[config.mk]
export PLATFORM = sky130hd
export DESIGN_NAME = tmps_ram
export DESIGN_NICKNAME = d
export VERILOG_FILES = /design/src/hdl/tmps_ram.sv
export SDC_FILE = /design/constraint.sdc
export NUM_CORES = 1
export LEC_CHECK = 0
export BUFFER_PORTS_ARGS = -buffer_cell sky130_fd_sc_hd__buf_2
export CAP_MARGIN = 20
export CORE_UTILIZATION = 55
export DETAILED_ROUTE_END_ITERATION = 16
export HOLD_SLACK_MARGIN = 0.05
export PLACE_DENSITY_LB_ADDON = 0.1
export SYNTH_ARGS = -nofsm -noshare
export SYNTH_HDL_FRONTEND = slang
export SYNTH_SLANG_ARGS = --single-unit
[constraint.sdc]
create_clock -name clk_i -period 4.7 [get_ports clk_i]
set_input_delay 0.235 -clock clk_i [delete_from_list [all_inputs] [get_ports clk_i]]
set_output_delay 0.235 -clock clk_i [all_outputs]
set_load 0.01 [all_outputs]
[src/hdl/tmps_ram.sv]
// Generic single-write, single-read synchronous RAM with registered read data.
module tmps_ram #(
  parameter int WIDTH = 8,
  parameter int DEPTH = 16
) (
  input  logic                     clk_i,
  input  logic                     we_i,
  input  logic [$clog2(DEPTH)-1:0] waddr_i,
  input  logic [WIDTH-1:0]         wdata_i,
  input  logic [$clog2(DEPTH)-1:0] raddr_i,
  output logic [WIDTH-1:0]         rdata_o
);

  logic [WIDTH-1:0] mem_q [DEPTH];
  logic [WIDTH-1:0] rdata_q;

  always_ff @(posedge clk_i) begin
    if (we_i) begin
      mem_q[waddr_i] <= wdata_i;
    end
    rdata_q <= mem_q[raddr_i];
  end

  assign rdata_o = rdata_q;

endmodule

After elaboration in Yosys (flattened, before gate mapping)
Memories as Yosys holds them, arrays and structs flattened. A register that Yosys moved wholly into a read port is not among the register bits.
Index checks and enable logic that the tools add are counted.
Widths: inputs -> output; s select.
{"block": "op_classes", "n_addsub": 0, "n_mul": 0, "n_div": 0, "magnitude_cmp": 0, "n_eq_ne": 0, "n_shift": 0, "mux": 2, "bitwise": 0, "n_reduce_logical": 0}
{"cell": "$mux 1", "n": 2}
{"block": "totals", "reg_bits": 0, "latch_bits": 0, "mem_bits_rw": 128, "rom_bits": 0, "input_bits": 18, "n_memories": 1}
{"name": "mem_q", "depth": 16, "width": 8, "rd": 1, "rd_ports_with_merged_regs": 1, "write_ports": 1, "line": "14", "source": "logic [WIDTH-1:0] mem_q [DEPTH];"}

Depth between registers and ports, before layout
{"block": "depth", "word_depth": 2, "depth_mapped": 5, "mapped_depth_nobuf": 3}

Worst setup path before layout
OpenSTA, ideal clock, no wires.
{"block": "synth_path", "path_type": "input port to flip-flop", "start": "in waddr_i[2]", "end": "mem mem_q[0][0], enable pin", "arrival_time_ns": 1.345, "t_required_ns": 4.317, "setup_slack_ns": 2.972, "cell_stages": 2, "path_buffers": 0, "path_cell_list": "or3b_2 -> nor3_1"}
{"element": "start, declared", "line": "8", "source": "input logic [$clog2(DEPTH)-1:0] waddr_i,"}
{"element": "end, declared", "line": "14"}
Straight into the memory's write port.

==> impl_results.md <==
- Worst Setup Path Type: in2reg
- Vias: roughly 2400
- Ant diodes: 0
- Largest net degree at the start of global routing: 33
- ANT nets after route: 0
- EDFF count, synth: ~130
- Avg WL per Cell: around 24 um
- Clk_skew: ~6.4 ps
- Global route hottest layer: met2
- CTS tree: done
- Synth-to-layout area growth: 16.99%
- Post-CTS setup buffer count: 0
- DP HPWL: between 5000 and 6000 um
- RSZ-0062 raised after global routing: no
- Vias per cell: about 6.1
- Reg2reg end: rdata_o[6]
- Ports: 26
- First-pass GRT wire length: between 10000 and 15000 um
- Hold Path Depth: 1
- Post-synthesis async set-or-reset flop share: 0%
- Htree depth: 4
- Met3 usage: under 10%
- TritonCTS buffer count: 17
- Total power per unit cell area: about 500 nW/um^2
- Initial DRC count: ~180
- Yosys Warn Count: 0
- Minimum clock period after layout: between 1500 and 2000 ps
- Worst-Margin Slew: ~1000 ps
- Worst r2r src: mem_q[11][6]
- Netlist area before placement: 5147 um^2
- Hold WC Path Type: in2reg
- RePlAce Congestion: 0.6819
- Post-Syn Instances: between 200 and 250
- Slew margin rel.: 30.07%
- 1st-pass router iterations: 4
- Crit-path max FO: 32
- Vias in the first global route: roughly 2400
- CTS resizes: 0
- Critical Path AT: ~2100 ps
- Syn Nets: about 250
- Synth Flop Type: edfxtp_1
- Std cell rows: 34
- CP endpoint kind: flop
- Starting density of the core: roughly 58%
- Fin. Hold Viols: 0
- CTS Sinks: between 100 and 150
- Final setup violation count: 0
- Grt met1 use: approximately 29%
- CTS root buf: clkbuf_8
- Synth top area cells: edfxtp_1, mux4_2, mux4_1
- Drt total wl: about 9400 um
- Leading area contributor after synthesis: edfxtp_1
- FF-to-FF path depth: 3
- Clock latency on the worst-skew pair: 500 ps
- Crit share post-route: between 30% and 40%
- Share of cells above drive strength 1: roughly 28%
- WP data required: about 5000 ps
- Core area: between 8000 and 9000 um^2
- Max cap viols: 0
- FF-to-FF setup slack: ~3300 ps
- Min-delay src: wdata_i[5]
- Most frequent cell after synthesis: edfxtp_1
- Initial antenna violation count: 0
- Global route overflow: 0
- Min-Delay Endpoint: mem_q[9][5]
- Clock-pin slew on the worst setup and hold paths: approximately 60 ps
- LEAKAGE: 0.002038 uW
- Max Slew Vio Count: 0
- Synthesized area per cell: 22.48 um^2
- Setup Total Neg Slack: 0 ps
- Die width: between 90 and 100 um
- Synth unique cells: 19
- Startpoint Class: input pin
- Seq/Total Area, Yosys: between 70 and 80%
- Synth top area share: between 70% and 80%
- Total power: slightly below 3000 uW
- Residual DRC: 0
- GR Util All Layers: between 20% and 30%
- VDD IR-drop max: 0.0002625 V
- Die area: approximately 9700 um^2
- Yosys reg bits: roughly 140
- Met2 capacity usage during global routing: 33.84%
- Most frequent cells after synthesis: edfxtp_1, mux4_2, a22oi_1
- Clk buf depth: 2
- F_max: around 0.59 GHz
- Cts hold-fix bufs: 0
- Nets: ~290
- Outcome: finished, final reports clean
- PortBufs: 25
- DIE HEIGHT: a little under 100 um
layout by cell type, fill, tap and decap left out, drive strengths merged:
cell,synthesis,final
buf,7,29
nand3b,2,2
dfxtp,8,8
nor3,4,4
or3b,1,1
mux4,32,32
nand3,1,1
nand2,9,9
nand2b,2,2
clkinvlp,0,1
nor2b,1,1
nor2,13,13
a22oi,16,16
and2b,1,1
and2,1,1
clkinv,0,3
inv,0,1
bufinv,0,7
edfxtp,128,128
clkbuf,0,19
worst max path at each step:
stage | slack [ps] | depth (start not counted) | startpoint | end
finish | 3010 | 4 | raddr_i[0] | rdata_o[6]
global route | 2880 | 4 | raddr_i[0] | rdata_o[3]
CTS | 2980 | 4 | raddr_i[0] | rdata_o[2]
detailed placement | 2450 | 4 | raddr_i[0] | rdata_o[2]
global placement | 2350 | 3 | waddr_i[2] | mem_q[0][7]
floorplan | 2970 | 2 | waddr_i[2] | mem_q[0][0]
where the power goes:
group / internal (uW) / switching [uW] / total (uW)
clock network: 1020 / 465 / 1490
logic: 48.9 / 70.3 / 119
registers: 1360 / 8.38 / 1360
per-layer routing:
layer,vias to the layer above,part of all wire (%)
met4,0,1.2
met1,1223,42
met3,7,5.2
li1,1053,-
met2,79,51
met5,-,0
state kept, by name (all words and copies together), names as in the netlist:
register	flops
mem_q	128
rdata_o	8
critical path, stage by stage:
cell and delay (ps):
buf_2 780, mux4_2 620, a22oi_1 340, nand2_1 80
cells by family (layout without fill, tap and decap cells):
logic type / after synthesis / in the layout / share of synthesized area, %
compound gates: 16 / 16 / 2.334
simple gates: 35 / 35 / 3.184
flops: 136 / 136 / 77.78
buf+inv: 10 / 60 / 1.677
mux: 32 / 32 / 15.02
stage by stage:
stage | util [%] | cell area (um^2) | hold WS [ps] | setup WS, ps | instances
global route | 67.73 | 6022 | 102.8 | 2881 | 387
global placement | 60.10 | 5344 | 627.7 | 2353 | 355
floorplan | - | 5147 | 333.9 | 2972 | 229
finish | 67.73 | 6022 | 121.3 | 3011 | 387
CTS | 67.73 | 6022 | 97.88 | 2984 | 387
detailed placement | 60.19 | 5351 | 630.7 | 2455 | 356
layout make-up:
class                           instances  area [um^2]
Multi-Input combinational cell         83         1057
Fill cell                             572         2869
Timing Repair Buffer                   29        155.1
Clock inverter                         12        249.0
Clock buffer                           19        421.7
Sequential cell                       136         4004
Tap cell                              108        135.1
Note: power is estimated with default switching activity, not from simulation.
