### config.mk
export PLATFORM = sky130hd
export DESIGN_NAME = tmps_dp
export DESIGN_NICKNAME = d
export VERILOG_FILES = /design/src/hdl/tmps_pkg.sv /design/src/hdl/tmps_dp.sv
export SDC_FILE = /design/constraint.sdc
export NUM_CORES = 1
export LEC_CHECK = 0
export CORE_MARGIN = 2
export CORE_UTILIZATION = 58
export DETAILED_ROUTE_END_ITERATION = 6
export DONT_BUFFER_PORTS = 1
export PLACE_DENSITY = 0.78
export SYNTH_ARGS = -nofsm -noshare
export SYNTH_HDL_FRONTEND = slang
export SYNTH_SLANG_ARGS = --single-unit
export TNS_END_PERCENT = 30
### constraint.sdc
create_clock -name clk_i -period 19.1 [get_ports clk_i]
set_clock_uncertainty 0.1 [all_clocks]
set_input_delay 2.865 -clock clk_i [delete_from_list [all_inputs] [get_ports clk_i]]
set_output_delay 2.865 -clock clk_i [all_outputs]
set_load 0.005 [all_outputs]
### src/hdl/tmps_pkg.sv
// Shared constants, types and helpers of the triangle path-sum block.
package tmps_pkg;

  localparam int MAX_ROWS = 512;
  localparam int ADDR_W   = $clog2(MAX_ROWS);
  localparam int VAL_W    = 16;
  localparam int SUM_W    = 25;
  localparam int RCNT_W   = 10;
  localparam int RUSE_W   = ADDR_W + 1;

  // Position flags of one entry, decoded when it is accepted.
  typedef struct packed {
    logic              first_row;
    logic              first_col;
    logic              row_end;
    logic              last_row;
    logic [ADDR_W-1:0] col;
  } item_t;

  // Clamp the programmed row count into 1..MAX_ROWS.
  function automatic logic [RUSE_W-1:0] rows_in_use(input logic [RCNT_W-1:0] cnt);
    logic [RUSE_W-1:0] res;
    if (cnt == '0) begin
      res = RUSE_W'(1);
    end else if (int'(cnt) > MAX_ROWS) begin
      res = RUSE_W'(MAX_ROWS);
    end else begin
      res = RUSE_W'(cnt);
    end
    return res;
  endfunction

endpackage

### src/hdl/tmps_dp.sv
// Compute stage: read-modify-write of the row-sum memory, forwarding, bottom-row max.
module tmps_dp (
  input  logic                       clk_i,
  input  logic                       rst_ni,
  input  logic                       accept_i,
  input  tmps_pkg::item_t            item_i,
  input  logic [tmps_pkg::VAL_W-1:0] entry_value_i,
  input  logic                       cfg_we_i,
  input  logic [tmps_pkg::SUM_W-1:0] rdata_i,
  output logic                       we_o,
  output logic [tmps_pkg::ADDR_W-1:0] waddr_o,
  output logic [tmps_pkg::SUM_W-1:0] wdata_o,
  output logic                       push_o,
  output logic [tmps_pkg::SUM_W-1:0] push_data_o,
  output logic                       pending_o
);
  import tmps_pkg::*;

  logic             s1_valid_q;
  item_t            s1_q;
  logic [VAL_W-1:0] s1_val_q;
  logic             fwd_q;
  logic [SUM_W-1:0] fwd_sum_q;
  logic [SUM_W-1:0] left_q;
  logic [SUM_W-1:0] bmax_q, bmax_d;
  logic [SUM_W-1:0] above, base, sum;

  always_comb begin
    above = fwd_q ? fwd_sum_q : rdata_i;
    if (s1_q.first_row) begin
      base = '0;
    end else if (s1_q.first_col) begin
      base = above;
    end else if (s1_q.row_end) begin
      base = left_q;
    end else begin
      base = (above > left_q) ? above : left_q;
    end
    sum = base + SUM_W'(s1_val_q);
  end

  always_comb begin
    bmax_d = bmax_q;
    if (s1_q.last_row && (s1_q.first_col || sum >= bmax_q)) begin
      bmax_d = sum;
    end
  end

  assign we_o        = s1_valid_q;
  assign waddr_o     = s1_q.col;
  assign wdata_o     = sum;
  assign push_o      = s1_valid_q && s1_q.row_end && s1_q.last_row;
  assign push_data_o = bmax_d;
  assign pending_o   = push_o;

  always_ff @(posedge clk_i or negedge rst_ni) begin
    if (!rst_ni) begin
      s1_valid_q <= 1'b0;
      fwd_q      <= 1'b0;
      bmax_q     <= '0;
    end else begin
      s1_valid_q <= accept_i;
      // Flag a read that races the write-back of the same column.
      fwd_q      <= accept_i && s1_valid_q && (s1_q.col == item_i.col);
      if (cfg_we_i || push_o) begin
        bmax_q <= '0;
      end else if (s1_valid_q) begin
        bmax_q <= bmax_d;
      end
    end
  end

  always_ff @(posedge clk_i) begin
    if (accept_i) begin
      s1_q     <= item_i;
      s1_val_q <= entry_value_i;
    end
    fwd_sum_q <= sum;
    if (s1_valid_q) begin
      left_q <= above;
    end
  end

  a_fwd_follows_write: assert property (@(posedge clk_i) disable iff (!rst_ni)
    fwd_q |-> $past(s1_valid_q))
    else $error("forward flag without a write-back in the previous cycle");

  a_fwd_same_col: assert property (@(posedge clk_i) disable iff (!rst_ni)
    fwd_q |-> (s1_q.col == $past(s1_q.col)))
    else $error("forwarded column does not match the written column");

  a_push_last: assert property (@(posedge clk_i) disable iff (!rst_ni)
    push_o |-> s1_q.last_row && s1_q.row_end)
    else $error("result pushed outside the last entry of the bottom row");

endmodule

======== Word level (Yosys, flattened, before mapping) ========
Cells that the tools add are included.
storage, ports and cells
  flip-flop bits (word level) ............. 106
  bits of input ports ..................... 58
  logic and storage cells ................. 31
cells by class
  add/subtract/negate cells ............... 1
  order comparisons ....................... 2
  equality and inequality tests ........... 1
  mux-type cells .......................... 8
  reduce and logical (&&, ||, !) cells .... 8
operators by type and width
  operator                 number
  2-to-1 mux 25 bit        8
  adder 25 x 16 -> 25 bit  1
  >= comparator 25 bit     1
  > comparator 25 bit      1
  equality test 9 bit      1
  logical AND 1 bit        5
  logical OR 1 bit         2
  nonzero test 2 bit       1

======== Logic depth before layout (Yosys ltp) ========
  depth in word-level cells ............... 13
  depth in mapped cells ................... 34

======== Worst setup path after synthesis ========
OpenSTA, ideal clock, no wires.
  kind .................................... input port to output port
  from .................................... input port rdata_i[23] (netlist name)
  to ...................................... output port push_data_o[15] (netlist name)
  data arrival time ....................... 8771 ps
  slack ................................... 7364 ps
  cell stages on the path ................. 29
  path buffers ............................ 4
  cells stage by stage .................... mux2_2 > ha_1 > nand4_2 > nor4_1 > inv_1 > o41ai_2 > a21o_1 > buf_6 > buf_4 > buf_2 > a211oi_1 > ha_1 > fa_1 > a211oi_1 > o21ai_0 > o211ai_1 > a211oi_1 > or2_2 > a221oi_1 > nor3_1 > ha_1 > nand4_1 > nor2_1 > a311oi_1 > o211ai_1 > nand2_1 > nand2_1 > clkbuf_1 > mux2_2
between the ends
  cells in the longest elaborated chain, start to end .. 11
RTL lines
  item                     line           source
  start: declaration       tmps_dp.sv:9   input logic [tmps_pkg::SUM_W-1:0] rdata_i,
  2-to-1 mux 25 bit        tmps_dp.sv:29  above = fwd_q ? fwd_sum_q : rdata_i;
  > comparator 25 bit      tmps_dp.sv:37  base = (above > left_q) ? above : left_q;
  2-to-1 mux 25 bit        tmps_dp.sv:37
  2-to-1 mux 25 bit        tmps_dp.sv:34  end else if (s1_q.row_end) begin
  2-to-1 mux 25 bit        tmps_dp.sv:32  end else if (s1_q.first_col) begin
  2-to-1 mux 25 bit        tmps_dp.sv:30  if (s1_q.first_row) begin
  adder 25 x 16 -> 25 bit  tmps_dp.sv:39  sum = base + SUM_W'(s1_val_q);
  via wdata_o (one bit)    tmps_dp.sv:12  output logic [tmps_pkg::SUM_W-1:0] wdata_o,
  >= comparator 25 bit     tmps_dp.sv:44  if (s1_q.last_row && (s1_q.first_col || sum >= bmax_q)) begin
  logical OR 1 bit         tmps_dp.sv:44
  logical AND 1 bit        tmps_dp.sv:44
  2-to-1 mux 25 bit        tmps_dp.sv:44
  end: declaration         tmps_dp.sv:14  output logic [tmps_pkg::SUM_W-1:0] push_data_o,
The timed path passes the listed nets, and every way through them passes these cells.

======== Final worst setup path ========
  from .................................... input port rdata_i[20] (netlist name)
  to ...................................... output port push_data_o[24] (netlist name)
between the ends
  cells in the longest elaborated chain, start to end .. 11
RTL lines
  item                     line           source
  2-to-1 mux 25 bit        tmps_dp.sv:29
  via above[20]            tmps_dp.sv:26  logic [SUM_W-1:0] above, base, sum;
  > comparator 25 bit      tmps_dp.sv:37
  2-to-1 mux 25 bit        tmps_dp.sv:37
  2-to-1 mux 25 bit        tmps_dp.sv:34
  2-to-1 mux 25 bit        tmps_dp.sv:32
  2-to-1 mux 25 bit        tmps_dp.sv:30
  adder 25 x 16 -> 25 bit  tmps_dp.sv:39
  via wdata_o (one bit)    tmps_dp.sv:12
  >= comparator 25 bit     tmps_dp.sv:44
  logical OR 1 bit         tmps_dp.sv:44
  logical AND 1 bit        tmps_dp.sv:44
  2-to-1 mux 25 bit        tmps_dp.sv:44
The timed path passes the listed nets, and every way through them passes these cells.

==> flow_summary_export.csv <==
group,metric,value,unit
floorplan,num_rows,38,
clock_network,clk_latency,0.36,ns
yosys,synth-simple-area-share,0.106,
setup_path,arrival,10.63,ns
sta,maxSlewHeadroom,0.227,
route,wl,16300,microns
global_routing,grt.total_usage,0.268,
worst_hold_path,worstHoldEndpoint,"bmax_q[20]$_DFFE_PN0P_",
worst_hold_path,hold_depth,1,
sta,layout_min_cycle_time,13.59,ns
yosys,synth_top_cell_by_area,"edfxtp_1",
sta,fin_tns_setup,0,ns
setup_path,r2r_slack,10.74,ns
global_routing,grt_pass1_vias,4938,
floorplan,coreArea,11000,sq um
clock_network,cts_root_buffer,"clkbuf_16",
clock_network,ctsResizeCount,0,
route,vias,5004,
yosys,synth_compound_area_frac,0.171,
global_routing,overflow,0,
global_routing,antenna_found_initial,0,
floorplan,die_y,111,microns
yosys,synth.avg_cell_area,10.0,sq um
yosys,yosysTopAreaCellShare,0.246,
yosys,synth_ff_type,"edfxtp_1",
floorplan,fp.dieW,111,microns
yosys,ys_warn_count,0,
place,dp_slack,5.70,ns
clock_network,path_clk_slew,0.07,ns
pwr,power.leakage,2.90,nW
sta,drv_slew,0,
cells_and_area,nets,772,
cells_and_area,final_util,0.633,
floorplan,start_util,0.600,
flow_run,cap_violations,0,
sta,tightest_slew,1.16,ns
route,ant_nets,0,
clock_network,clock_path_buffers,2,
route,drt_first_pass_iters,5,
clock_network,postCtsSetupRepairBufs,0,
setup_path,crit_type,"in2out",
route,routedWlPerCell,20.6,microns
clock_network,cts_htree_levels,3,
setup_path,crit_slowest_cell,"nand2_1",
setup_path,reg2reg_from,"fwd_q$_DFF_PN0_",
sta,finalSetupViolCount,0,
floorplan,pin_count,120,
yosys,synth_top_family_by_area,"compound AO/OA/AOI/OAI gates",
yosys,synth_cells,658,
cells_and_area,drive_gt1_frac,0.0920,
setup_path,path_max_fanout,45,
sta,rsz0062_at_grt,"false",
yosys,ys_seq_area_frac,0.424,
place,io_buffers,0,
yosys,synth_cell_type_count,57,
pwr,ir_drop,0.0765,mV
sta,period_share,0.712,
setup_path,end_kind,"primary output",
setup_path,reg2reg_to,"bmax_q[24]$_DFFE_PN0P_",
floorplan,die_area,12200,sq um
place,dpl.hpwl,12100,microns
route,drc_errors,0,
yosys,synthesis.area,6590,sq um
place,gp_congestion,0.925,
pwr,p_per_area,93.6,nW/um^2
sta,hold_violations,0,
clock_network,cts_tree,"yes",
cells_and_area,area_growth,5.39,%
clock_network,cts_sinks,106,
route,viasPerCell,6.32,
sta,setup_slack,5.51,ns
route,drt_iter0_drc,387,
clock_network,cts_hold_buf,0,
clock_network,cts-buffers-inserted,9,
setup_path,path_buf_inv,3,
sta,max_freq,73.6,MHz
global_routing,grt_first_pass_wirelength,25900,microns
worst_hold_path,hp-start,"bmax_q[20]$_DFFE_PN0P_",
yosys,synth-xor-area-share,0.0438,
setup_path,critical_path.top_delay_family,"compound AO/OA/AOI/OAI gates",
yosys,ys_top_cells_by_area,"edfxtp_1 (25%), ha_1 (13%), dfrtp_1 (10%)",
global_routing,grt_max_degree,46,
yosys,synth_seq_cells,106,
yosys,async_reset_ff_frac,0.255,
setup_path,rr_worst_depth,30,
outcome,status,"complete, no violations",
setup_path,critPathRequiredTime,16.14,ns
yosys,synth_nets,783,
cells_and_area,num_antenna_cells,0,
yosys,muxShareOfSynthArea,0.0649,
setup_path,critPathLaunchType,"input pin",
worst_hold_path,hold_path.class,"reg2reg",
yosys,synth_edf_count,54,
yosys,synthAdderAreaFrac,0.128,
setup_path,cp_slowest_stage_delay,0.81,ns
[Yosys cell counts (6+ instances only)]
cell type  count
a211oi_1       9
a21o_1        14
a21oi_1       54
a22o_1        21
buf_4         12
clkbuf_1      10
dfrtp_1       27
dfxtp_1       25
edfxtp_1      54
ha_1          66
inv_1         64
mux2_2        30
mux2i_1        9
nand2_1       33
nand3_1       11
nand4_1       14
nor2_1        58
nor3_1        13
o211ai_1       6
o21a_1         6
o21ai_0       26
o22ai_1        6
xnor2_1       27
xor2_1         6
[layout make-up]
cell class	instances	area [sq um]
clock inverters	6	48.8
multi-input cells	459	3400
inverters	64	240
flip-flops and latches	106	2800
repair buffers	7	52.6
fillers	868	4030
well taps	140	175
clock buffers	10	239
[power by group]
part	internal (mW)	switching [mW]	total [mW]
combinational	0.0702	0.122	0.193
clock	0.0932	0.0871	0.180
sequential	0.267	0.0110	0.278
total	0.430	0.221	0.651
[registers in the layout, summed over array words and instances, names as in the netlist]
register,cells
we_o,1
s1_val_q,16
fwd_q,1
left_q,25
fwd_sum_q,25
s1_q,4
bmax_q,25
waddr_o,9
[metal layers]
| layer | global-route usage | up-vias | routed length [microns] |
|---|---|---|---|
| li1 | - | 2369 | - |
| met1 | 0.343 | 2360 | 6620 |
| met2 | 0.427 | 226 | 7630 |
| met3 | 0.0609 | 49 | 1360 |
| met4 | 0.138 | 0 | 679 |
| met5 | 0 | - | 0 |
[cells in the final DEF (no fill, tap or decap), types with 4 or more instances in the layout]
master | netlist | layout
o22ai_1 | 6 | 6
a21o_1 | 14 | 14
nand3_1 | 11 | 11
a211oi_1 | 9 | 9
ha_1 | 66 | 66
edfxtp_1 | 54 | 54
xnor2_1 | 27 | 27
clkbuf_16 | 0 | 9
o21ai_0 | 26 | 26
inv_1 | 64 | 64
a22o_1 | 21 | 21
xor2_1 | 6 | 6
mux2i_1 | 9 | 9
nor3_1 | 13 | 13
nor2b_1 | 5 | 5
nand2_1 | 33 | 33
o21a_1 | 6 | 6
nand4_1 | 14 | 14
o211ai_1 | 6 | 6
a21oi_1 | 54 | 52
nor2_1 | 58 | 58
dfxtp_1 | 25 | 25
mux2_2 | 30 | 30
buf_4 | 12 | 7
o21bai_1 | 4 | 4
nor4_1 | 4 | 4
dfrtp_1 | 27 | 27
[stage by stage]
step	area, sq um	power (mW)	hold WS (ns)	instances
finish	6950	0.651	0.398	792
global route	6950	0.684	0.414	792
CTS	6950	0.650	0.397	792
detailed placement	6660	0.470	0.380	776
global placement	6660	0.464	0.376	776
floorplan	6590	0.420	0.359	658
[logic make-up after synthesis]
logic type,after synthesis
compound gates,170
mux,39
buf+inv,93
flops,106
simple gates,150
xor+xnor,33
fa+ha+maj,67
[worst reg2reg max path: cells and delay by family, from the launching register on]
| kind | cells | cell delay, ns |
|---|---|---|
| muxes | 1 | 0.36 |
| AOI/OAI and AO/OA | 12 | 3.20 |
| buffers and inverters | 5 | 1.34 |
| adders and majority gates | 4 | 1.20 |
| xor gates and xnor gates | 1 | 0.59 |
| and+or+nand+nor | 7 | 1.17 |
| DFF | 1 | 0.33 |
[how the worst max path moves through the flow]
stage,startpoint,to,slack [ns],cells past startpoint
floorplan,rdata_i[23],push_data_o[15],7.36,29
global placement,rdata_i[23],push_data_o[24],6.08,26
detailed placement,rdata_i[20],push_data_o[24],5.70,27
CTS,rdata_i[20],push_data_o[24],5.65,27
global route,rdata_i[20],push_data_o[8],4.71,27
finish,rdata_i[20],push_data_o[24],5.51,27
No activity file was read; power rests on OpenSTA's default activity.
