## src/hdl/tmps_pkg.sv

```systemverilog
// Shared constants, types and helpers of the triangle path-sum block.
package tmps_pkg;

  localparam int MAX_ROWS = 512;
  localparam int ADDR_W   = $clog2(MAX_ROWS);
  localparam int VAL_W    = 16;
  localparam int SUM_W    = 25;
  localparam int RCNT_W   = 10;
  localparam int RUSE_W   = ADDR_W + 1;

  // Position flags of one entry, decoded when it is accepted.
  typedef struct packed {
    logic              first_row;
    logic              first_col;
    logic              row_end;
    logic              last_row;
    logic [ADDR_W-1:0] col;
  } item_t;

  // Clamp the programmed row count into 1..MAX_ROWS.
  function automatic logic [RUSE_W-1:0] rows_in_use(input logic [RCNT_W-1:0] cnt);
    logic [RUSE_W-1:0] res;
    if (cnt == '0) begin
      res = RUSE_W'(1);
    end else if (int'(cnt) > MAX_ROWS) begin
      res = RUSE_W'(MAX_ROWS);
    end else begin
      res = RUSE_W'(cnt);
    end
    return res;
  endfunction

endpackage

```

## src/hdl/tmps_pos.sv

```systemverilog
// Row/column tracker and row-count register; decodes position flags per entry.
module tmps_pos (
  input  logic                        clk_i,
  input  logic                        rst_ni,
  input  logic                        accept_i,
  input  logic                        cfg_we_i,
  input  logic [tmps_pkg::RCNT_W-1:0] cfg_data_i,
  output tmps_pkg::item_t             item_o
);
  import tmps_pkg::*;

  logic [RCNT_W-1:0] row_count_q;
  logic [ADDR_W-1:0] row_q, row_d;
  logic [ADDR_W-1:0] col_q, col_d;
  logic [RUSE_W-1:0] rows;

  assign rows = rows_in_use(row_count_q);

  always_comb begin
    item_o.first_row = (row_q == '0);
    item_o.first_col = (col_q == '0);
    item_o.row_end   = (col_q >= row_q);
    item_o.last_row  = ({1'b0, row_q} + RUSE_W'(1)) >= rows;
    item_o.col       = col_q;
  end

  always_comb begin
    row_d = row_q;
    col_d = col_q;
    if (cfg_we_i) begin
      row_d = '0;
      col_d = '0;
    end else if (accept_i) begin
      if (item_o.row_end) begin
        row_d = item_o.last_row ? '0 : row_q + ADDR_W'(1);
        col_d = '0;
      end else begin
        col_d = col_q + ADDR_W'(1);
      end
    end
  end

  always_ff @(posedge clk_i or negedge rst_ni) begin
    if (!rst_ni) begin
      row_count_q <= RCNT_W'(1);
      row_q       <= '0;
      col_q       <= '0;
    end else begin
      if (cfg_we_i) begin
        row_count_q <= cfg_data_i;
      end
      row_q <= row_d;
      col_q <= col_d;
    end
  end

endmodule

```

## config.mk

```make
export PLATFORM = sky130hd
export DESIGN_NAME = tmps_pos
export DESIGN_NICKNAME = d
export VERILOG_FILES = /design/src/hdl/tmps_pkg.sv /design/src/hdl/tmps_pos.sv
export SDC_FILE = /design/constraint.sdc
export NUM_CORES = 1
export LEC_CHECK = 0
export BUFFER_PORTS_ARGS = -buffer_cell sky130_fd_sc_hd__buf_2
export CAP_MARGIN = 20
export CELL_PAD_IN_SITES_DETAIL_PLACEMENT = 0
export CELL_PAD_IN_SITES_GLOBAL_PLACEMENT = 1
export CORE_MARGIN = 2
export CORE_UTILIZATION = 49
export CTS_BUF_LIST = sky130_fd_sc_hd__clkbuf_2
export DETAILED_ROUTE_END_ITERATION = 10
export GPL_TIMING_DRIVEN = 0
export PLACE_DENSITY_LB_ADDON = 0.1
export SETUP_SLACK_MARGIN = 0.05
export SYNTH_ARGS = -nofsm -noshare
export SYNTH_HDL_FRONTEND = slang
export SYNTH_SLANG_ARGS = --single-unit
```

## constraint.sdc

```tcl
create_clock -name clk_i -period 4.4 [get_ports clk_i]
set_input_delay 0.22 -clock clk_i [delete_from_list [all_inputs] [get_ports clk_i]]
set_output_delay 0.22 -clock clk_i [all_outputs]
set_load 0.01 [all_outputs]
```

---- Word-level counts from Yosys, hierarchy flattened ----
Index checks and enable logic that the tools add are counted.
word-level totals
  logic and storage cells ................. 24
  output and inout port bits .............. 13
  input bits .............................. 14
  flip-flop bits (word level) ............. 28
cells by class
  magnitude comparators ................... 3
  add/sub/neg operators ................... 3
  reductions and logical operators ........ 6
  muxes and demuxes ....................... 9
operators by type and width
  cell                    count
  $mux W9                 7
  $mux W10                2
  $add A9 B1 Y9 const B   2
  $logic_not A9 Y1        2
  $add A9 B1 Y10 const B  1
  $ge A10 B10 Y1          1
  $gt A10 B10 Y1 const B  1
  $logic_not A10 Y1       1
  $ge A9 B9 Y1            1
  $reduce_bool A2 Y1      2
  $reduce_and A2 Y1       1

---- Depth between registers and ports, before layout ----
Gate-level depths: netlist (run 1).
  word-level depth ........................ 8
  gate-level depth with buffers ........... 11
  mapped depth without buffers ............ 11

---- Least setup slack after synthesis (run 1) ----
OpenSTA, ideal clock, no wires.
  path kind ............................... register to register
  from .................................... reg row_q[2]
  to ...................................... reg row_q[0]
  setup time .............................. 65 ps
  period minus slack after synthesis ...... 2,589 ps
  slack ................................... 1,811 ps
  data required time ...................... 4,335 ps
  stages on the path, launching flop included .. 12
  arrival time ............................ 2,524 ps
  path buffers ............................ 0
  cell sequence ........................... dfrtp_1 > and2_1 > nand4_1 > nor2_1 > xnor2_1 > ha_1 > a21oi_1 > o21ai_0 > a31oi_1 > nand3_1 > nor3b_2 > mux2_2
on the way
  word-level cells in the longest chain between the ends .. 6
  elaborated cells on any way between the ends .. 9
  classes of those cells .................. 1 x add/sub; 2 x order compare; 4 x mux; 2 x reduce/logical
RTL lines
  item                      RTL line        RTL
  start: declaration        tmps_pos.sv:13  logic [ADDR_W-1:0] row_q, row_d;
  start signal: assignment  tmps_pos.sv:52  row_q <= row_d;
  $add A9 B1 Y10            tmps_pos.sv:23  item_o.last_row = ({1'b0, row_q} + RUSE_W'(1)) >= rows;
  $ge A10 B10 Y1            tmps_pos.sv:23
  $mux W9                   tmps_pos.sv:35  row_d = item_o.last_row ? '0 : row_q + ADDR_W'(1);
  $mux W9                   tmps_pos.sv:34  if (item_o.row_end) begin
  $mux W9                   tmps_pos.sv:33  end else if (accept_i) begin
  $mux W9                   tmps_pos.sv:30  if (cfg_we_i) begin
Parallel ways exist; a longest one is shown, timed or not. The select of a mux whose other input is x is not followed.
A chain may end at the register's enable or synchronous reset.

---- Worst setup path after layout (run 1) ----
Ends and elaborated chain as after synthesis.

==> run metrics, run 1 <==
met1 usage 0.2944; ANT cells 0; post-synth top area share 0.3479; worst-margin pin slew 0.6443 ns; Yosys cell types 37; H-tree Lvls 1; Die Height 66.95 um; Hold Path Stages 2; CP Class flop to flop; max-cap violation count 0; kind of start point of the critical path flop; DR pass1 iterations 4; Syn Area/Cell 8.990 sq um; yosys warns 0; Slew HR 0.5704; Top Ports 27; Fin. Hold Viols 0; fraction of layout instances using a drive strength above 1 0.1789; Pwr Density about 290 nW/um^2; vias in the first global route between 1,500 and 2,000; prevailing post-synth register cell dfrtp_1; latest clock arrival within the worst-skew pair 0.38 ns; CTS tree built; Crit. End Element flop; sequential share of the synthesized area 0.3615; reg2reg end row_q[0]; internal reg-to-reg setup slack between 1 and 1.5 ns; initial core utilization 0.5187; DRC 0; Initial DRC Count 45; core footprint ~3700 sq um; GRT Total Usage 0.2166; IO buf count 25; RSZ-0062 raised after global routing false; Synth Register Bits 28; final WL 4257 um; Min-Delay Startpoint cfg_data_i[1]; grt met2 use 0.3663; Placement Rows 22; number of CTS-inserted buffers 3; CP required between 4 and 5 ns; Post-synth EDFFs 0; Die W 66.95 um; DP Area 2127 sq um; final period utilization 0.7714; nets between 200 and 300; GPL Wtd Cong 0.8395; Avg Vias per Cell 5.517; Post-CTS Setup Inserts 0; HP Class primary input to flop; drt wl/cell between 10 and 15 um; Place WS approximately 1.1 ns; Hold Path End row_count_q[1]; fin crit period 3.394 ns; largest net degree at the start of global routing 29; Synthesized Nets 253; final setup TNS 0 ns; Slew Limit Fails 0; clk sink count 28; ANT nets after route 0; Gate Count Post-Synth 216; total gr overflow 0; area leader, netlist dfrtp_1; worst setup margin 1.006 ns; LEAKAGE 1.032 nW; Worst Path Max Fanout 8; initial antenna violation count 0; Setup Viol. Count Final 0; Clock Tree Root clkbuf_2; Clock Tree Buf Depth 2; Synth area leaders dfrtp_1 35%, ha_1 15%, mux2_2 6.4%; Area Growth Syn to Fin 11.02%; first-pass GRT wire length 7424 um; die area 4482 sq um; DP HPWL 3354 um; final hold slack between 0.03 and 0.04 ns; Finished Layout Cells 294; via count 1,622; Global Route met3 Usage 0.03209; status finished, final reports clean; highest clock rate 294.6 MHz; Worst EP arrival 3.73 ns; gr busiest metal met2; R2R cell count 10; placed cells slightly below 300; ys async rst share 1.000; Worst-path clk slew between 0.2 and 0.3 ns; Netlist Area Pre-Place 1942 sq um; maximum VDD drop 0.1406 mV; worst reg2reg startpoint row_q[2]; Post-Layout Inst Area approximately 2200 sq um; clock skew around 0.017 ns
## final cells by class
type / count / area (sq um)
fill: 375 / 1588
multi-input combinational: 165 / 1152
sequential: 28 / 701.9
timing repair buffer: 26 / 135.1
inverter: 17 / 63.81
tap: 48 / 60.06
buffer: 6 / 23.77
clock buffer: 3 / 15.01
clock inverter: 1 / 3.754
## state kept, by name (all words and copies together), names as in the netlist
name	count
col_q	9
row_q	9
row_count_q	10
## how the worst max path moves through the flow
stage / startpoint / end / slack (ns) / depth (start not counted)
5_1_grt: row_q[2] / row_q[0] / 0.62 / 10
4_1_cts: row_q[2] / row_q[0] / 1.02 / 10
6_report: row_q[2] / row_q[0] / 1.01 / 10
3_3_place_gp: row_q[2] / row_q[0] / 1.10 / 10
2_1_floorplan: row_q[2] / row_q[0] / 1.81 / 11
3_5_place_dp: row_q[2] / row_q[0] / 1.08 / 10
## worst max-delay path: stages, from the launching register on
cell	delay, ns
dfrtp_1	0.56
and2_1	0.24
nand4_1	0.25
nor4_1	0.42
ha_1	0.31
a21oi_1	0.13
o21ai_0	0.10
a31oi_1	0.25
nand3_1	0.32
nor3b_2	0.51
mux2_2	0.25
## Yosys cell counts, types with 2 or more instances
| cell | instances |
|---|---|
| dfrtp_1 | 27 |
| nand2_1 | 26 |
| ha_1 | 23 |
| nor2_1 | 22 |
| inv_1 | 16 |
| a21oi_1 | 12 |
| mux2_2 | 11 |
| nand3_1 | 10 |
| o21ai_0 | 9 |
| xnor2_1 | 9 |
| a22o_1 | 5 |
| clkbuf_1 | 5 |
| nor4_1 | 5 |
| nand4_1 | 4 |
| nor2b_1 | 3 |
| xor2_1 | 3 |
| and2_1 | 2 |
| nand2b_1 | 2 |
| nand3b_1 | 2 |
| nor3_1 | 2 |
| o21ai_1 | 2 |
## power by group
| part | total (W) | internal (W) | switching [W] | leakage (nW) |
|---|---|---|---|---|
| logic | 0.000221 | 0.0000973 | 0.000124 | 0.652 |
| clock network | 0.000101 | 0.0000197 | 0.0000813 | 0.0140 |
| registers | 0.000302 | 0.000278 | 0.0000246 | 0.366 |
| total | 0.000624 | 0.000395 | 0.000230 | 1.03 |
## through the flow
stage	total power, W	util
finish	0.0006244	0.5759
global route	0.0006760	0.5759
CTS	0.0006294	0.5759
detailed placement	0.0005304	0.5682
global placement	0.0005183	0.5682
floorplan	0.0004540	-
## repair_timing
action	4_1_cts	5_1_grt
endpoints found under the hold margin	27	0
hold buffers	1	0
gates resized for setup	0	0
## per-layer routing
layer | vias to the layer above | share of wire
li1 | 816 | -
met1 | 768 | 0.48
met2 | 33 | 0.47
met3 | 5 | 0.041
met4 | 0 | 0.0078
met5 | - | 0
## layout by cell type, fill, tap and decap left out, types with 2 or more instances in the layout
cell / n
dfrtp_1: 27
nand2_1: 26
buf_2: 26
ha_1: 23
nor2_1: 22
inv_1: 16
a21oi_1: 12
mux2_2: 11
nand3_1: 10
xnor2_1: 9
o21ai_0: 9
clkbuf_1: 5
nor4_1: 5
a22o_1: 5
nand4_1: 4
xor2_1: 3
nor2b_1: 3
clkbuf_2: 3
clkinv_1: 2
and2_1: 2
nor3_1: 2
nand2b_1: 2
o21ai_1: 2
nand3b_1: 2
## cells by family after synthesis
logic type / synth area share
buffers and inverters: 0.04510
XOR/XNOR: 0.05413
multiplexers: 0.06894
adder cells (fa/ha/maj): 0.1482
AND/OR/NAND/NOR: 0.2094
flip-flops: 0.3615
AO/OA/AOI/OAI: 0.1128
Power figures use the tool's default switching activity.
==> run 2: changes to the inputs <==
--- a/config.mk
+++ b/config.mk
@@ -10,7 +10,7 @@
 export CELL_PAD_IN_SITES_DETAIL_PLACEMENT = 0
 export CELL_PAD_IN_SITES_GLOBAL_PLACEMENT = 1
 export CORE_MARGIN = 2
-export CORE_UTILIZATION = 49
+export CORE_UTILIZATION = 41
 export CTS_BUF_LIST = sky130_fd_sc_hd__clkbuf_2
 export DETAILED_ROUTE_END_ITERATION = 10
 export GPL_TIMING_DRIVEN = 0
==> constraint.sdc (replaced) <==
create_clock -name clk_i -period 2.9 [get_ports clk_i]
set_input_delay 0.145 -clock clk_i [delete_from_list [all_inputs] [get_ports clk_i]]
set_output_delay 0.145 -clock clk_i [all_outputs]
set_load 0.01 [all_outputs]
==> run 2 against run 1 <==
  * Sequential share of layout area decreased by 2.5 points
  * Combinational power increased by 76%
  * Utilization decreased by 6.8 points
  * Power increased by 58%
  * Largest power group unchanged
  * Non-clock buffer count increased by 15
  * Worst hold slack improved by 0.18 ns
  * Register-to-register slack got worse by 0.72 ns
  * Via count decreased by 0.68%
  * Wire length increased by 2.6%
  * Critical endpoint unchanged
  * Final cell count increased by 7.1%
  * Sequential power increased by 49%
==> run metrics, run 2 (synthesis gave the netlist of run 1 again) <==
worst setup margin 0.2809 ns; GPL Wtd Cong 0.7755; Worst Path Max Fanout 8; clk sink count 28; Setup Viol. Count Final 0; Fin. Hold Viols 0; LEAKAGE 1.103 nW; final hold slack 0.2141 ns; CP required 3.23 ns; reg2reg end row_q[0]; GRT Total Usage 0.1821; Die Height ~73 um; most flop-heavy register row_count_q; ANT cells 0; vias in the first global route 1,538; highest clock rate 381.8 MHz; RSZ-0062 raised after global routing false; H-tree Lvls 1; core footprint 4629 sq um; largest net degree at the start of global routing 29; CP Class flop to flop; total gr overflow 0; Place WS -0.4634 ns; HP Class primary input to flop; Hold Path Stages 4; fraction of layout instances using a drive strength above 1 0.2375; Crit. End Element flop; maximum VDD drop ~0.21 mV; Hold Path End col_q[1]; kind of start point of the critical path flop; internal reg-to-reg setup slack 0.28 ns; Slew Limit Fails 0; Placement Rows 25; IO buf count 25; DRC 0; first-pass GRT wire length roughly 7500 um; latest clock arrival within the worst-skew pair between 0.3 and 0.4 ns; die area around 5300 sq um; CTS tree built; clock skew 0.005419 ns; worst-margin pin slew 0.6581 ns; max-cap violation count 0; ANT nets after route 0; Die W roughly 73 um; Min-Delay Startpoint accept_i; Pwr Density 420.1 nW/um^2; final WL approximately 4400 um; Area Growth Syn to Fin 21.13%; Largest register FFs 10; fin crit period 2.619 ns; Clock Tree Root clkbuf_2; nets 299; final period utilization 0.9032; Initial DRC Count between 50 and 60; status finished, final reports clean; Clock Tree Buf Depth 2; R2R cell count 12; drt wl/cell 13.87 um; worst reg2reg startpoint row_q[2]; DP HPWL 3295 um; via count 1,611; Worst EP arrival ~3 ns; Avg Vias per Cell 5.114; initial antenna violation count 0; initial core utilization 0.4195; DR pass1 iterations 4; Worst-path clk slew 0.28 ns; Slew HR 0.5613; number of CTS-inserted buffers 3; Largest regs row_count_q x10, col_q x9, row_q x9; most frequent cells in the layout 26 x nand2_1, 26 x buf_2, 22 x ha_1, 22 x dfrtp_1, 21 x nor2_1; Top Ports 27
## run 2: what timing repair did
action,in CTS,in global routing
endpoints found under the setup margin,10,7
resized for setup,6,7
hold buffers,11,0
setup buffers,4,3
pin swaps,2,4
hold endpoints to repair,37,0
## run 2: worst max-delay path by stage
stage | from | to | slack, ns | cells after the start
global placement | row_q[2] | row_q[0] | -0.45 | 10
global route | row_q[2] | row_q[0] | 0.05 | 11
floorplan | row_q[2] | row_q[0] | 0.31 | 11
CTS | row_q[3] | row_q[0] | 0.06 | 12
finish | row_q[2] | row_q[0] | 0.28 | 12
detailed placement | row_q[2] | row_q[0] | -0.46 | 10
## run 2: stage by stage
stage | utilization | TNS, ns | std cells | total power (W) | area, sq um
final | 0.5081 | 0 | 315 | 0.0009883 | 2352
after global routing | 0.5081 | 0 | 315 | 0.001068 | 2352
after CTS | 0.4995 | 0 | 313 | 0.0009845 | 2312
after detailed placement | 0.4611 | -2.915 | 295 | 0.0008009 | 2135
after global placement | 0.4611 | -2.714 | 295 | 0.0007956 | 2135
after floorplan | - | 0 | 216 | 0.0006889 | 1942
## run 2: critical path: stages, from the launching register on
cell and delay, ns:
dfrtp_2 0.44, and2_4 0.16, nand4_1 0.17, nor2_2 0.16, xnor2_1 0.17, ha_1 0.28, a21oi_1 0.12, o21ai_0 0.10
a31oi_1 0.14, buf_4 0.15, nand3_4 0.13, nor3b_4 0.35, mux2_2 0.21
## run 2: area by class of cell
class	instances	area [sq um]
plain buffers	4	16.27
clock buffers	3	15.01
clock inverters	1	3.754
fillers	446	2277
inverters	17	63.81
multi-input cells	165	1190
flip-flops and latches	28	708.2
well taps	54	67.56
repair buffers	43	287.8
## run 2: layer usage
metal  GRT usage  vias up  wire (um)
li1            -      841          -
met1      0.2609      748       2206
met2      0.2919       18       2040
met3     0.02486        4         78
met4     0.04321        0         43
met5           0        -          0
## run 2: power breakdown
| part | total, W | internal [W] | leakage [nW] | switching (W) |
|---|---|---|---|---|
| clock | 0.000151 | 0.0000300 | 0.0140 | 0.000121 |
| combinational | 0.000388 | 0.000180 | 0.731 | 0.000208 |
| sequential | 0.000450 | 0.000424 | 0.358 | 0.0000259 |
| total | 0.000988 | 0.000634 | 1.10 | 0.000354 |
