## config.mk

```make
export PLATFORM = sky130hd
export DESIGN_NAME = tmps_out_buf_flat
export DESIGN_NICKNAME = d
export VERILOG_FILES = /design/src/hdl/tmps_pkg.sv /design/src/hdl/tmps_ifs.sv /design/src/hdl/tmps_out_buf.sv /design/src/flat_wrapper.sv
export SDC_FILE = /design/constraint.sdc
export NUM_CORES = 1
export LEC_CHECK = 0
export ABC_AREA = 1
export BUFFER_PORTS_ARGS = -buffer_cell sky130_fd_sc_hd__buf_2
export CORE_UTILIZATION = 53
export CTS_BUF_LIST = sky130_fd_sc_hd__clkbuf_4
export DETAILED_ROUTE_END_ITERATION = 10
export HOLD_SLACK_MARGIN = 0.12
export PLACE_DENSITY = 0.81
export REMOVE_ABC_BUFFERS = 1
export SLEW_MARGIN = 20
export SYNTH_ARGS = -nofsm -noshare
export SYNTH_HDL_FRONTEND = slang
export SYNTH_SLANG_ARGS = --single-unit
```

## constraint.sdc

```tcl
create_clock -name clk_i -period 2.9 [get_ports clk_i]
set_input_delay 0.87 -clock clk_i [delete_from_list [all_inputs] [get_ports clk_i]]
set_output_delay 0.87 -clock clk_i [all_outputs]
set_load 0.01 [all_outputs]
```

## src/hdl/tmps_pkg.sv

```systemverilog
// Shared constants, types and helpers of the triangle path-sum block.
package tmps_pkg;

  localparam int MAX_ROWS = 512;
  localparam int ADDR_W   = $clog2(MAX_ROWS);
  localparam int VAL_W    = 16;
  localparam int SUM_W    = 25;
  localparam int RCNT_W   = 10;
  localparam int RUSE_W   = ADDR_W + 1;

  // Position flags of one entry, decoded when it is accepted.
  typedef struct packed {
    logic              first_row;
    logic              first_col;
    logic              row_end;
    logic              last_row;
    logic [ADDR_W-1:0] col;
  } item_t;

  // Clamp the programmed row count into 1..MAX_ROWS.
  function automatic logic [RUSE_W-1:0] rows_in_use(input logic [RCNT_W-1:0] cnt);
    logic [RUSE_W-1:0] res;
    if (cnt == '0) begin
      res = RUSE_W'(1);
    end else if (int'(cnt) > MAX_ROWS) begin
      res = RUSE_W'(MAX_ROWS);
    end else begin
      res = RUSE_W'(cnt);
    end
    return res;
  endfunction

endpackage

```

## src/hdl/tmps_ifs.sv

```systemverilog


interface tmps_sum_if;
  logic                      valid;
  logic                      ready;
  logic [tmps_pkg::SUM_W-1:0] best_sum;
  modport source (output valid, output best_sum, input ready);
  modport sink   (input valid, input best_sum, output ready);
endinterface

```

## src/hdl/tmps_out_buf.sv

```systemverilog
// Three-entry result buffer between the compute stage and the output channel.
module tmps_out_buf (
  input  logic                       clk_i,
  input  logic                       rst_ni,
  input  logic                       push_i,
  input  logic [tmps_pkg::SUM_W-1:0] push_data_i,
  output logic [1:0]                 occ_o,
  tmps_sum_if.source                 result_o
);
  import tmps_pkg::*;

  logic [1:0]       occ_q;
  logic [SUM_W-1:0] slot_q [3];
  logic [SUM_W-1:0] slot_d [3];
  logic [1:0]       widx;
  logic             pop;

  assign pop             = result_o.valid && result_o.ready;
  assign result_o.valid  = (occ_q != 2'd0);
  assign result_o.best_sum = slot_q[0];
  assign occ_o           = occ_q;

  // Write behind the last held entry, one place lower when the head leaves.
  assign widx = pop ? (occ_q - 2'd1) : occ_q;

  always_comb begin
    slot_d = slot_q;
    if (pop) begin
      slot_d[0] = slot_q[1];
      slot_d[1] = slot_q[2];
    end
    if (push_i) begin
      case (widx)
        2'd0:    slot_d[0] = push_data_i;
        2'd1:    slot_d[1] = push_data_i;
        2'd2:    slot_d[2] = push_data_i;
        default: ;
      endcase
    end
  end

  always_ff @(posedge clk_i or negedge rst_ni) begin
    if (!rst_ni) begin
      occ_q <= 2'd0;
    end else begin
      occ_q <= occ_q + {1'b0, push_i} - {1'b0, pop};
    end
  end

  always_ff @(posedge clk_i) begin
    slot_q <= slot_d;
  end

  a_no_overflow: assert property (@(posedge clk_i) disable iff (!rst_ni)
    !(push_i && !pop && occ_q == 2'd3))
    else $error("result buffer overflow");

  a_no_underflow: assert property (@(posedge clk_i) disable iff (!rst_ni)
    !(pop && occ_q == 2'd0))
    else $error("result buffer underflow");

  a_hold_stalled: assert property (@(posedge clk_i) disable iff (!rst_ni)
    (result_o.valid && !result_o.ready) |=> (result_o.valid && $stable(result_o.best_sum)))
    else $error("stalled result changed or dropped");

endmodule
```

## src/flat_wrapper.sv

```systemverilog
// flat-port wrapper written by rule: the top's interface ports become plain ports
module tmps_out_buf_flat import tmps_pkg::*;
  (clk_i, rst_ni, push_i, push_data_i, occ_o, result_o_valid, result_o_best_sum, result_o_ready);
  tmps_sum_if result_o_i ();
  input  logic clk_i;
  input  logic rst_ni;
  input  logic push_i;
  input  logic [tmps_pkg::SUM_W-1:0] push_data_i;
  output logic [1:0] occ_o;
  output wire logic [$bits(result_o_i.valid)-1:0] result_o_valid;
  output wire logic [$bits(result_o_i.best_sum)-1:0] result_o_best_sum;
  input wire logic [$bits(result_o_i.ready)-1:0] result_o_ready;
  assign result_o_valid = result_o_i.valid;
  assign result_o_best_sum = result_o_i.best_sum;
  assign result_o_i.ready = result_o_ready;
  tmps_out_buf u_core (.clk_i(clk_i), .rst_ni(rst_ni), .push_i(push_i), .push_data_i(push_data_i), .occ_o(occ_o), .result_o(result_o_i));
endmodule
```

Word level (Yosys, flattened, before mapping)
Index checks and enable logic that the tools add are counted.

Muxes and demuxes: 6. Reductions and logical operators: 4. $add $sub $neg: 3. Eq/ne operators: 2.

Operator list (count): $mux 25 (3); $mux 75 (1); $mux 50 (1); $add 2x1->2 (1); $eq 2x1->1 const B (1); $eq 2x2->1 const B (1); $logic_not 2->1 (1); $mux 2 (1); $reduce_and 2->1 (1); $reduce_bool 2->1 (1); $sub 2x1->2 (1); $sub 2x1->2 const B (1); $logic_and 1x1->1 (1).

Output and inout bits: 28. Bits of input ports: 29. Word-level logic and storage cells: 19. Bits in registers: 77.

Logic depth before layout (Yosys ltp)
Gate-level depths: netlist of run 1.

Depth in word-level cells: 6. Gate-level depth with buffers: 10. Depth with buffers taken out: 9.

Worst setup path before layout of run 1
No wires, ideal clock.

Path type: input to register. Start: input result_o_ready. End: register u_core.slot_q[0] (netlist bit), enable pin. Setup time: 0.407 ns. Path buffers: 2. Data arrival time: 2.637 ns. Data required time: 2.493 ns. Stages: 7. Setup slack: -0.144 ns. Cells stage by stage: buf_4 nand2_4 nand2_1 nand2_2 buf_2 nand2_1 nor2_1.

Longest elaborated chain between the ends: 4.

Ends and longest elaborated chain: start: declaration (RTL line flat_wrapper.sv:12) `input wire logic [$bits(result_o_i.ready)-1:0] result_o_ready;`; $logic_and 1x1->1 (RTL line tmps_out_buf.sv:18) `assign pop = result_o.valid && result_o.ready;`; $mux 2 (RTL line tmps_out_buf.sv:24) `assign widx = pop ? (occ_q - 2'd1) : occ_q;`; $eq 2x2->1 (RTL line tmps_out_buf.sv:33) `case (widx)`; $reduce_and 2->1 (no source line); end signal: assignment (RTL line tmps_out_buf.sv:51) `slot_q <= slot_d;`; end: declaration (RTL line tmps_out_buf.sv:13) `logic [SUM_W-1:0] slot_q [3];`.

No other way between the ends. A chain may end at the register's enable or synchronous reset.

Worst setup path in the final report of run 1
Start: register u_core.occ_q[0] (netlist: u_core.occ_o[0]). End: output result_o_valid.

Longest elaborated chain between the ends: 1.

Ends and longest elaborated chain: start: declaration (RTL line tmps_out_buf.sv:12) `logic [1:0] occ_q;`; start signal: assignment (RTL line tmps_out_buf.sv:46) `occ_q <= occ_q + {1'b0, push_i} - {1'b0, pop};`; $reduce_bool 2->1 (RTL line tmps_out_buf.sv:19) `assign result_o.valid = (occ_q != 2'd0);`; end: declaration (RTL line flat_wrapper.sv:10) `output wire logic [$bits(result_o_i.valid)-1:0] result_o_valid;`.

No other way between the ends.

==> results of run 1 <==
[worst max-delay path: cells and delay by family (launching register included)]
family | cells | cell delay, ns
adder cells (fa/ha/maj) | 1 | 0.21
flip-flops | 1 | 0.42
buffers and inverters | 3 | 0.59
[metrics by stage]
step,power [mW],utilization,instance area (um^2),instances
floorplan,3.05,-,3280,398
global placement,3.66,0.575,3730,541
detailed placement,3.73,0.575,3730,541
CTS,4.27,0.592,3840,557
global route,4.63,0.592,3840,557
finish,4.27,0.592,3840,557
[layer usage]
| layer | vias to the layer above | global-route usage |
|---|---|---|
| li1 | 1545 | - |
| met1 | 1405 | 0.332 |
| met2 | 132 | 0.373 |
| met3 | 12 | 0.0447 |
| met4 | 0 | 0.0863 |
| met5 | - | 0 |
[flip-flops by register name, summed over array words and instances, names as in the netlist]
signal                    cells
u_core.occ_o                  2
u_core.result_o.best_sum     25
u_core.slot_q                50
[final cells by class]
| class | count | area (um^2) |
|---|---|---|
| Fill cell | 590 | 2650 |
| Sequential cell | 77 | 1800 |
| Multi-Input combinational cell | 318 | 1470 |
| Timing Repair Buffer | 66 | 355 |
| Clock buffer | 13 | 97.6 |
| Tap cell | 77 | 96.3 |
| Clock inverter | 3 | 12.5 |
| Inverter | 3 | 11.3 |
[cell usage in the layout, fill, tap and decap left out, drive strengths merged]
cell,n
nand2,208
clkinv,3
ha,2
nand3,55
dfxtp,50
buf,66
inv,3
xor2,1
edfxtp,25
nor2,1
dfrtp,2
nand4,50
xnor2,1
clkbuf,13
[power groups by stage]
| stage | Combinational [mW] | Clock (mW) | Sequential (mW) |
|---|---|---|---|
| after floorplan | 1.20 | 0 | 1.84 |
| after global placement | 1.88 | 0 | 1.78 |
| after detailed placement | 1.93 | 0 | 1.80 |
| after CTS | 1.94 | 0.560 | 1.77 |
| after global routing | 2.20 | 0.608 | 1.82 |
| final | 1.95 | 0.552 | 1.78 |
[cell families (layout without fill, tap and decap cells)]
kind of cell / Yosys count / in the layout / synth area share
and+or+nand+nor: 314 / 314 / 0.391
buffers and inverters: 63 / 85 / 0.102
xor gates and xnor gates: 2 / 2 / 0.00482
DFF: 77 / 77 / 0.495
adders and majority gates: 2 / 2 / 0.00688
[worst paths after layout]
check	from	endpoint	slack, ns	depth (start not counted)
max in group asynchronous	rst_ni	u_core.occ_o[1]$_DFF_PN0_	2.60	1
min in group clk_i	u_core.result_o.best_sum[21]$_DFF_P_	u_core.result_o.best_sum[21]$_DFF_P_	0.54	4
hold / removal	rst_ni	u_core.occ_o[0]$_DFF_PN0_	0.21	1
setup / recovery	u_core.occ_o[0]$_DFF_PN0_	result_o_valid	0.39	4
setup reg to reg	u_core.occ_o[0]$_DFF_PN0_	u_core.slot_q[24]$_DFFE_PP_	0.55	8
hold reg to reg	u_core.result_o.best_sum[21]$_DFF_P_	u_core.result_o.best_sum[21]$_DFF_P_	0.54	4
==> flow_summary_export.csv, run 1 <==
group,metric,value,unit
outcome,status,"complete, but fails checks",
outcome,violations,"DRC",
synthesis,synth_cells,458,
die,dieArea,7200,um^2
die,die_y,84.9,um
setup_path,critical_path.max_stage_delay,0.42,ns
clocking,clk_pin_slew,0.10,ns
clocking,cts_setup_buffers,0,
sta,max_slew_margin,0.639,
sta,finalCritPeriodShare,0.866,
grt,gr-total-overflow,0,
synthesis,avgSynthCellArea,7.94,um^2
synthesis,synth_most_common_cell,"nand2_1",
routing,drtPass1Iterations,10,
power_and_ir_drop,p_per_area,1110,nW/um^2
power_and_ir_drop,ir_drop,0.568,mV
die,initial_core_util,0.560,
finish,fin_nets,506,
die,rows,29,
synthesis,ys_seq_area_frac,0.495,
power_and_ir_drop,internal_power,2.41,mW
routing,wl_met3,564,um
grt,grt_pass1_wl,13400,um
sta,worst_slew_pin_slew,0.542,ns
synthesis,synth_area_leaders,"dfxtp_1 (28%), nand2_1 (21%), edfxtp_1 (21%), nand4_1 (8.6%), nand3_1 (7.3%)",
clocking,numCtsBuffers,9,
sta,period_needed,2.51,ns
synthesis,synth_ff_type,"dfxtp_1",
setup_path,critical_path.endpoint_type,"output pin",
routing,routed-wl-met2,3770,um
routing,top_layer_used,"met4",
setup_path,path_class,"flop to output pin",
setup_path,crit_path_max_fanout,19,
placed_design,portBuffers,56,
sta,rsz0062_at_grt,"no",
grt,track_usage,0.238,
routing,finalWirelength,8050,um
finish,diodes,0,
power_and_ir_drop,p_clk_frac,0.129,
synthesis,synth_top_area_share,0.275,
routing,wl_met1,3600,um
routing,wl_per_cell,14.5,um
power_and_ir_drop,pwr-share-seq,0.415,
synthesis,ys_ff_latch,77,
synthesis,async_reset_ff_frac,0.0260,
hold_path,hold_path_class,"primary input to asynchronous set/reset pin",
synthesis,synth_area_leader_cell,"dfxtp_1",
setup_path,critPathSlowestCell,"dfrtp_1",
synthesis,synth_area,3640,um^2
routing,drt-initial-drc-count,201,
sta,setup_ws,0.390,ns
power_and_ir_drop,swShare,0.436,
sta,fin_worst_skew,0.0109,ns
die,core,6490,um^2
synthesis,yosys_warnings,0,
sta,drv_slew,0,
synthesis,synth_edf_count,25,
synthesis,synth_common_cells,"nand2_1 (204), nand3_1 (53), dfxtp_1 (50), nand4_1 (50), buf_4 (29)",
setup_path,crit_chain,"inv_1, ha_1, inv_2, buf_2",
clocking,clockBufferDepth,2,
sta,finalSetupViolations,0,
synthesis,yosys.cell_types.count,20,
grt,grt_pass1_vias,2819,
sta,max_freq,398,MHz
sta,fin_tns_setup,0,ns
setup_path,start_kind,"flop",
die,ios,57,
clocking,holdBufCountCts,0,
power_and_ir_drop,power_switching,1.86,mW
placed_design,dpl.hpwl,4850,um
clocking,cts_htree_levels,3,
clocking,worstSkewPairLatency,0.43,ns
routing,route.detailed.drc,5,
routing,vias,3094,
placed_design,gp_congestion,0.798,
die,die_w,84.9,um
job,maxCapViolations,0,
grt,grt_max_degree,51,
sta,hold_viol,0,
power_and_ir_drop,leakage,1.94,nW
finish,area_growth,5.61,%
routing,post_drt_via_cell_ratio,5.55,
setup_path,required,2.03,ns
routing,antenna_left,0,
setup_path,critPathArrivalTime,1.64,ns
clocking,cts_tree,"done",
clocking,ctsRootBufferMaster,"clkbuf_4",
placed_design,pre_cts_ws,0.571,ns
finish,drive_gt1_frac,0.183,
clocking,cts-resized-gates,0,
grt,grt_antenna_before_repair,0,
clocking,cts_sinks,77,
sta,whs,0.213,ns
power_and_ir_drop,power_frac_comb,0.456,
Note: power is estimated with default switching activity, not from simulation.
==> run 2: changes to the inputs <==
--- a/config.mk
+++ b/config.mk
@@ -6,13 +6,14 @@
 export NUM_CORES = 1
 export LEC_CHECK = 0
 export ABC_AREA = 1
-export BUFFER_PORTS_ARGS = -buffer_cell sky130_fd_sc_hd__buf_2
+export BUFFER_PORTS_ARGS = -buffer_cell sky130_fd_sc_hd__buf_4
 export CORE_UTILIZATION = 53
 export CTS_BUF_LIST = sky130_fd_sc_hd__clkbuf_4
 export DETAILED_ROUTE_END_ITERATION = 10
 export HOLD_SLACK_MARGIN = 0.12
 export PLACE_DENSITY = 0.81
 export REMOVE_ABC_BUFFERS = 1
+export SETUP_SLACK_MARGIN = 0.1
 export SLEW_MARGIN = 20
 export SYNTH_ARGS = -nofsm -noshare
 export SYNTH_HDL_FRONTEND = slang
==> constraint.sdc (replaced) <==
create_clock -name clk_i -period 2.9 [get_ports clk_i]
set_input_delay 0.87 -clock clk_i [delete_from_list [all_inputs] [get_ports clk_i]]
set_output_delay 0.87 -clock clk_i [all_outputs]
set_load 0.02 [all_outputs]
==> run 2 against run 1 <==
Compared with the run above:
- the flow still finishes with violations (DRC)
- critical path depth is the same
- largest power group unchanged
- global-route usage grew 0.26 points
- die area is the same
- sequential power is essentially flat
- critical endpoint unchanged
- via count shrank 0.87%
- clock power shrank 6.0%
==> flow_summary_export.csv, run 2 (synthesis gave the netlist of run 1 again) <==
group,metric,value,unit
routing,drtPass1Iterations,8,
finish,final_area,3960,um^2
sta,finalSetupViolations,0,
sta,fin_tns_setup,0,ns
sta,period_needed,2.59,ns
placed_design,place_area,3860,um^2
die,die_w,84.9,um
grt,grt_antenna_before_repair,0,
sta,finalCritPeriodShare,0.892,
sta,worst_slew_pin_slew,0.536,ns
clocking,numCtsBuffers,9,
finish,final_common_cell,"nand2_1",
placed_design,gp_congestion,0.785,
clocking,cts-resized-gates,0,
setup_path,critPathSlowestCell,"dfrtp_1",
sta,max_slew_margin,0.642,
setup_path,crit_chain,"inv_1, ha_1, inv_2, buf_4",
grt,gr-total-overflow,0,
sta,max_freq,386,MHz
placed_design,portBuffers,56,
routing,drt-initial-drc-count,266,
power_and_ir_drop,ir_drop,0.632,mV
grt,track_usage,0.241,
finish,drive_gt1_frac,0.178,
routing,route.detailed.drc,5,
outcome,violations,"DRC",
setup_path,crit_path_max_fanout,26,
finish,final_cell_mix,"nand2_1 (204), buf_4 (65), nand3_1 (53)",
finish,top_register,"u_core.slot_q",
sta,drv_slew,0,
power_and_ir_drop,finalPower,4.49,mW
setup_path,start_kind,"flop",
setup_path,critical_path.endpoint_type,"output pin",
outcome,status,"complete, but fails checks",
sta,hold_viol,0,
die,core,6490,um^2
setup_path,critical_path.max_stage_delay,0.41,ns
clocking,clk_pin_slew,0.11,ns
grt,grt_pass1_wl,13700,um
routing,finalWirelength,8020,um
setup_path,crit_family,"buffers and inverters",
finish,diodes,0,
clocking,cts_tree,"done",
sta,fin_worst_skew,0.0152,ns
grt,grt_max_degree,51,
clocking,worstSkewPairLatency,0.41,ns
die,initial_core_util,0.560,
placed_design,dpl.hpwl,4780,um
clocking,cts_sinks,77,
power_and_ir_drop,leakage,1.97,nW
finish,area_growth,8.94,%
setup_path,cp.buffers_inverters,3,
finish,fin_nets,505,
die,ios,57,
die,die_y,84.9,um
hold_path,hold_path_class,"primary input to asynchronous set/reset pin",
power_and_ir_drop,p_per_area,1130,nW/um^2
job,maxCapViolations,0,
setup_path,critPathArrivalTime,1.72,ns
clocking,cts_htree_levels,3,
sta,whs,0.227,ns
clocking,holdBufCountCts,0,
sta,rsz0062_at_grt,"no",
clocking,clockBufferDepth,2,
die,rows,29,
routing,vias,3067,
setup_path,path_class,"flop to output pin",
finish,largest_reg_flops,50,
routing,wl_per_cell,14.4,um
die,dieArea,7200,um^2
setup_path,required,2.03,ns
clocking,cts_setup_buffers,0,
grt,grt_pass1_vias,2970,
routing,post_drt_via_cell_ratio,5.53,
finish,fillers,601,
routing,antenna_left,0,
clocking,ctsRootBufferMaster,"clkbuf_4",
run 2: cell types whose count changed in the layout (fill, tap and decap cells not counted), sizes merged:
cell	delta
buf	-1
clkbuf	-2
clkinv	+1
run 2: metal layers:
metal  vias up  wire [um]  GRT usage
li1       1539          -          -
met1      1387       3420      0.309
met2       128       3880      0.392
met3        13        598     0.0681
met4         0        118     0.0863
met5         -          0          0
run 2: cell type report:
class,count,area [um^2],share of cell area
sequential,77,1800,0.455
timing repair buffer,65,488,0.123
clock buffer,11,82.6,0.0208
inverter,3,11.3,0.00284
tap,77,96.3,0.0243
clock inverter,4,16.3,0.00410
multi-input combinational,318,1470,0.370
run 2: path summary, 6_finish.rpt:
path                                                        end  depth (start not counted)                                  from  slack (ns)
setup / recovery                                 result_o_valid                          4             u_core.occ_o[0]$_DFF_PN0_        0.31
hold / removal                        u_core.occ_o[1]$_DFF_PN0_                          1                                rst_ni        0.23
setup reg to reg                      u_core.slot_q[37]$_DFF_P_                          9             u_core.occ_o[0]$_DFF_PN0_        0.47
hold reg to reg            u_core.result_o.best_sum[23]$_DFF_P_                          4  u_core.result_o.best_sum[23]$_DFF_P_        0.55
max in group asynchronous             u_core.occ_o[0]$_DFF_PN0_                          1                                rst_ni        2.58
min in group clk_i         u_core.result_o.best_sum[23]$_DFF_P_                          4  u_core.result_o.best_sum[23]$_DFF_P_        0.55
run 2: power breakdown:
part / total, mW / switching (mW) / leakage (nW) / internal (mW)
Sequential: 1.77 / 0.203 / 0.672 / 1.57
Combinational: 2.20 / 1.45 / 1.24 / 0.749
Clock: 0.519 / 0.337 / 0.0592 / 0.182
Total: 4.49 / 1.99 / 1.97 / 2.50
run 2: through the flow:
| stage | cells | utilization | worst slack, ns |
|---|---|---|---|
| final | 555 | 0.610 | 0.313 |
| after CTS | 555 | 0.610 | 0.306 |
| after global routing | 555 | 0.610 | 0.189 |
| after detailed placement | 540 | 0.595 | 0.501 |
| after global placement | 540 | 0.595 | 0.616 |
| after floorplan | 398 | - | -0.834 |
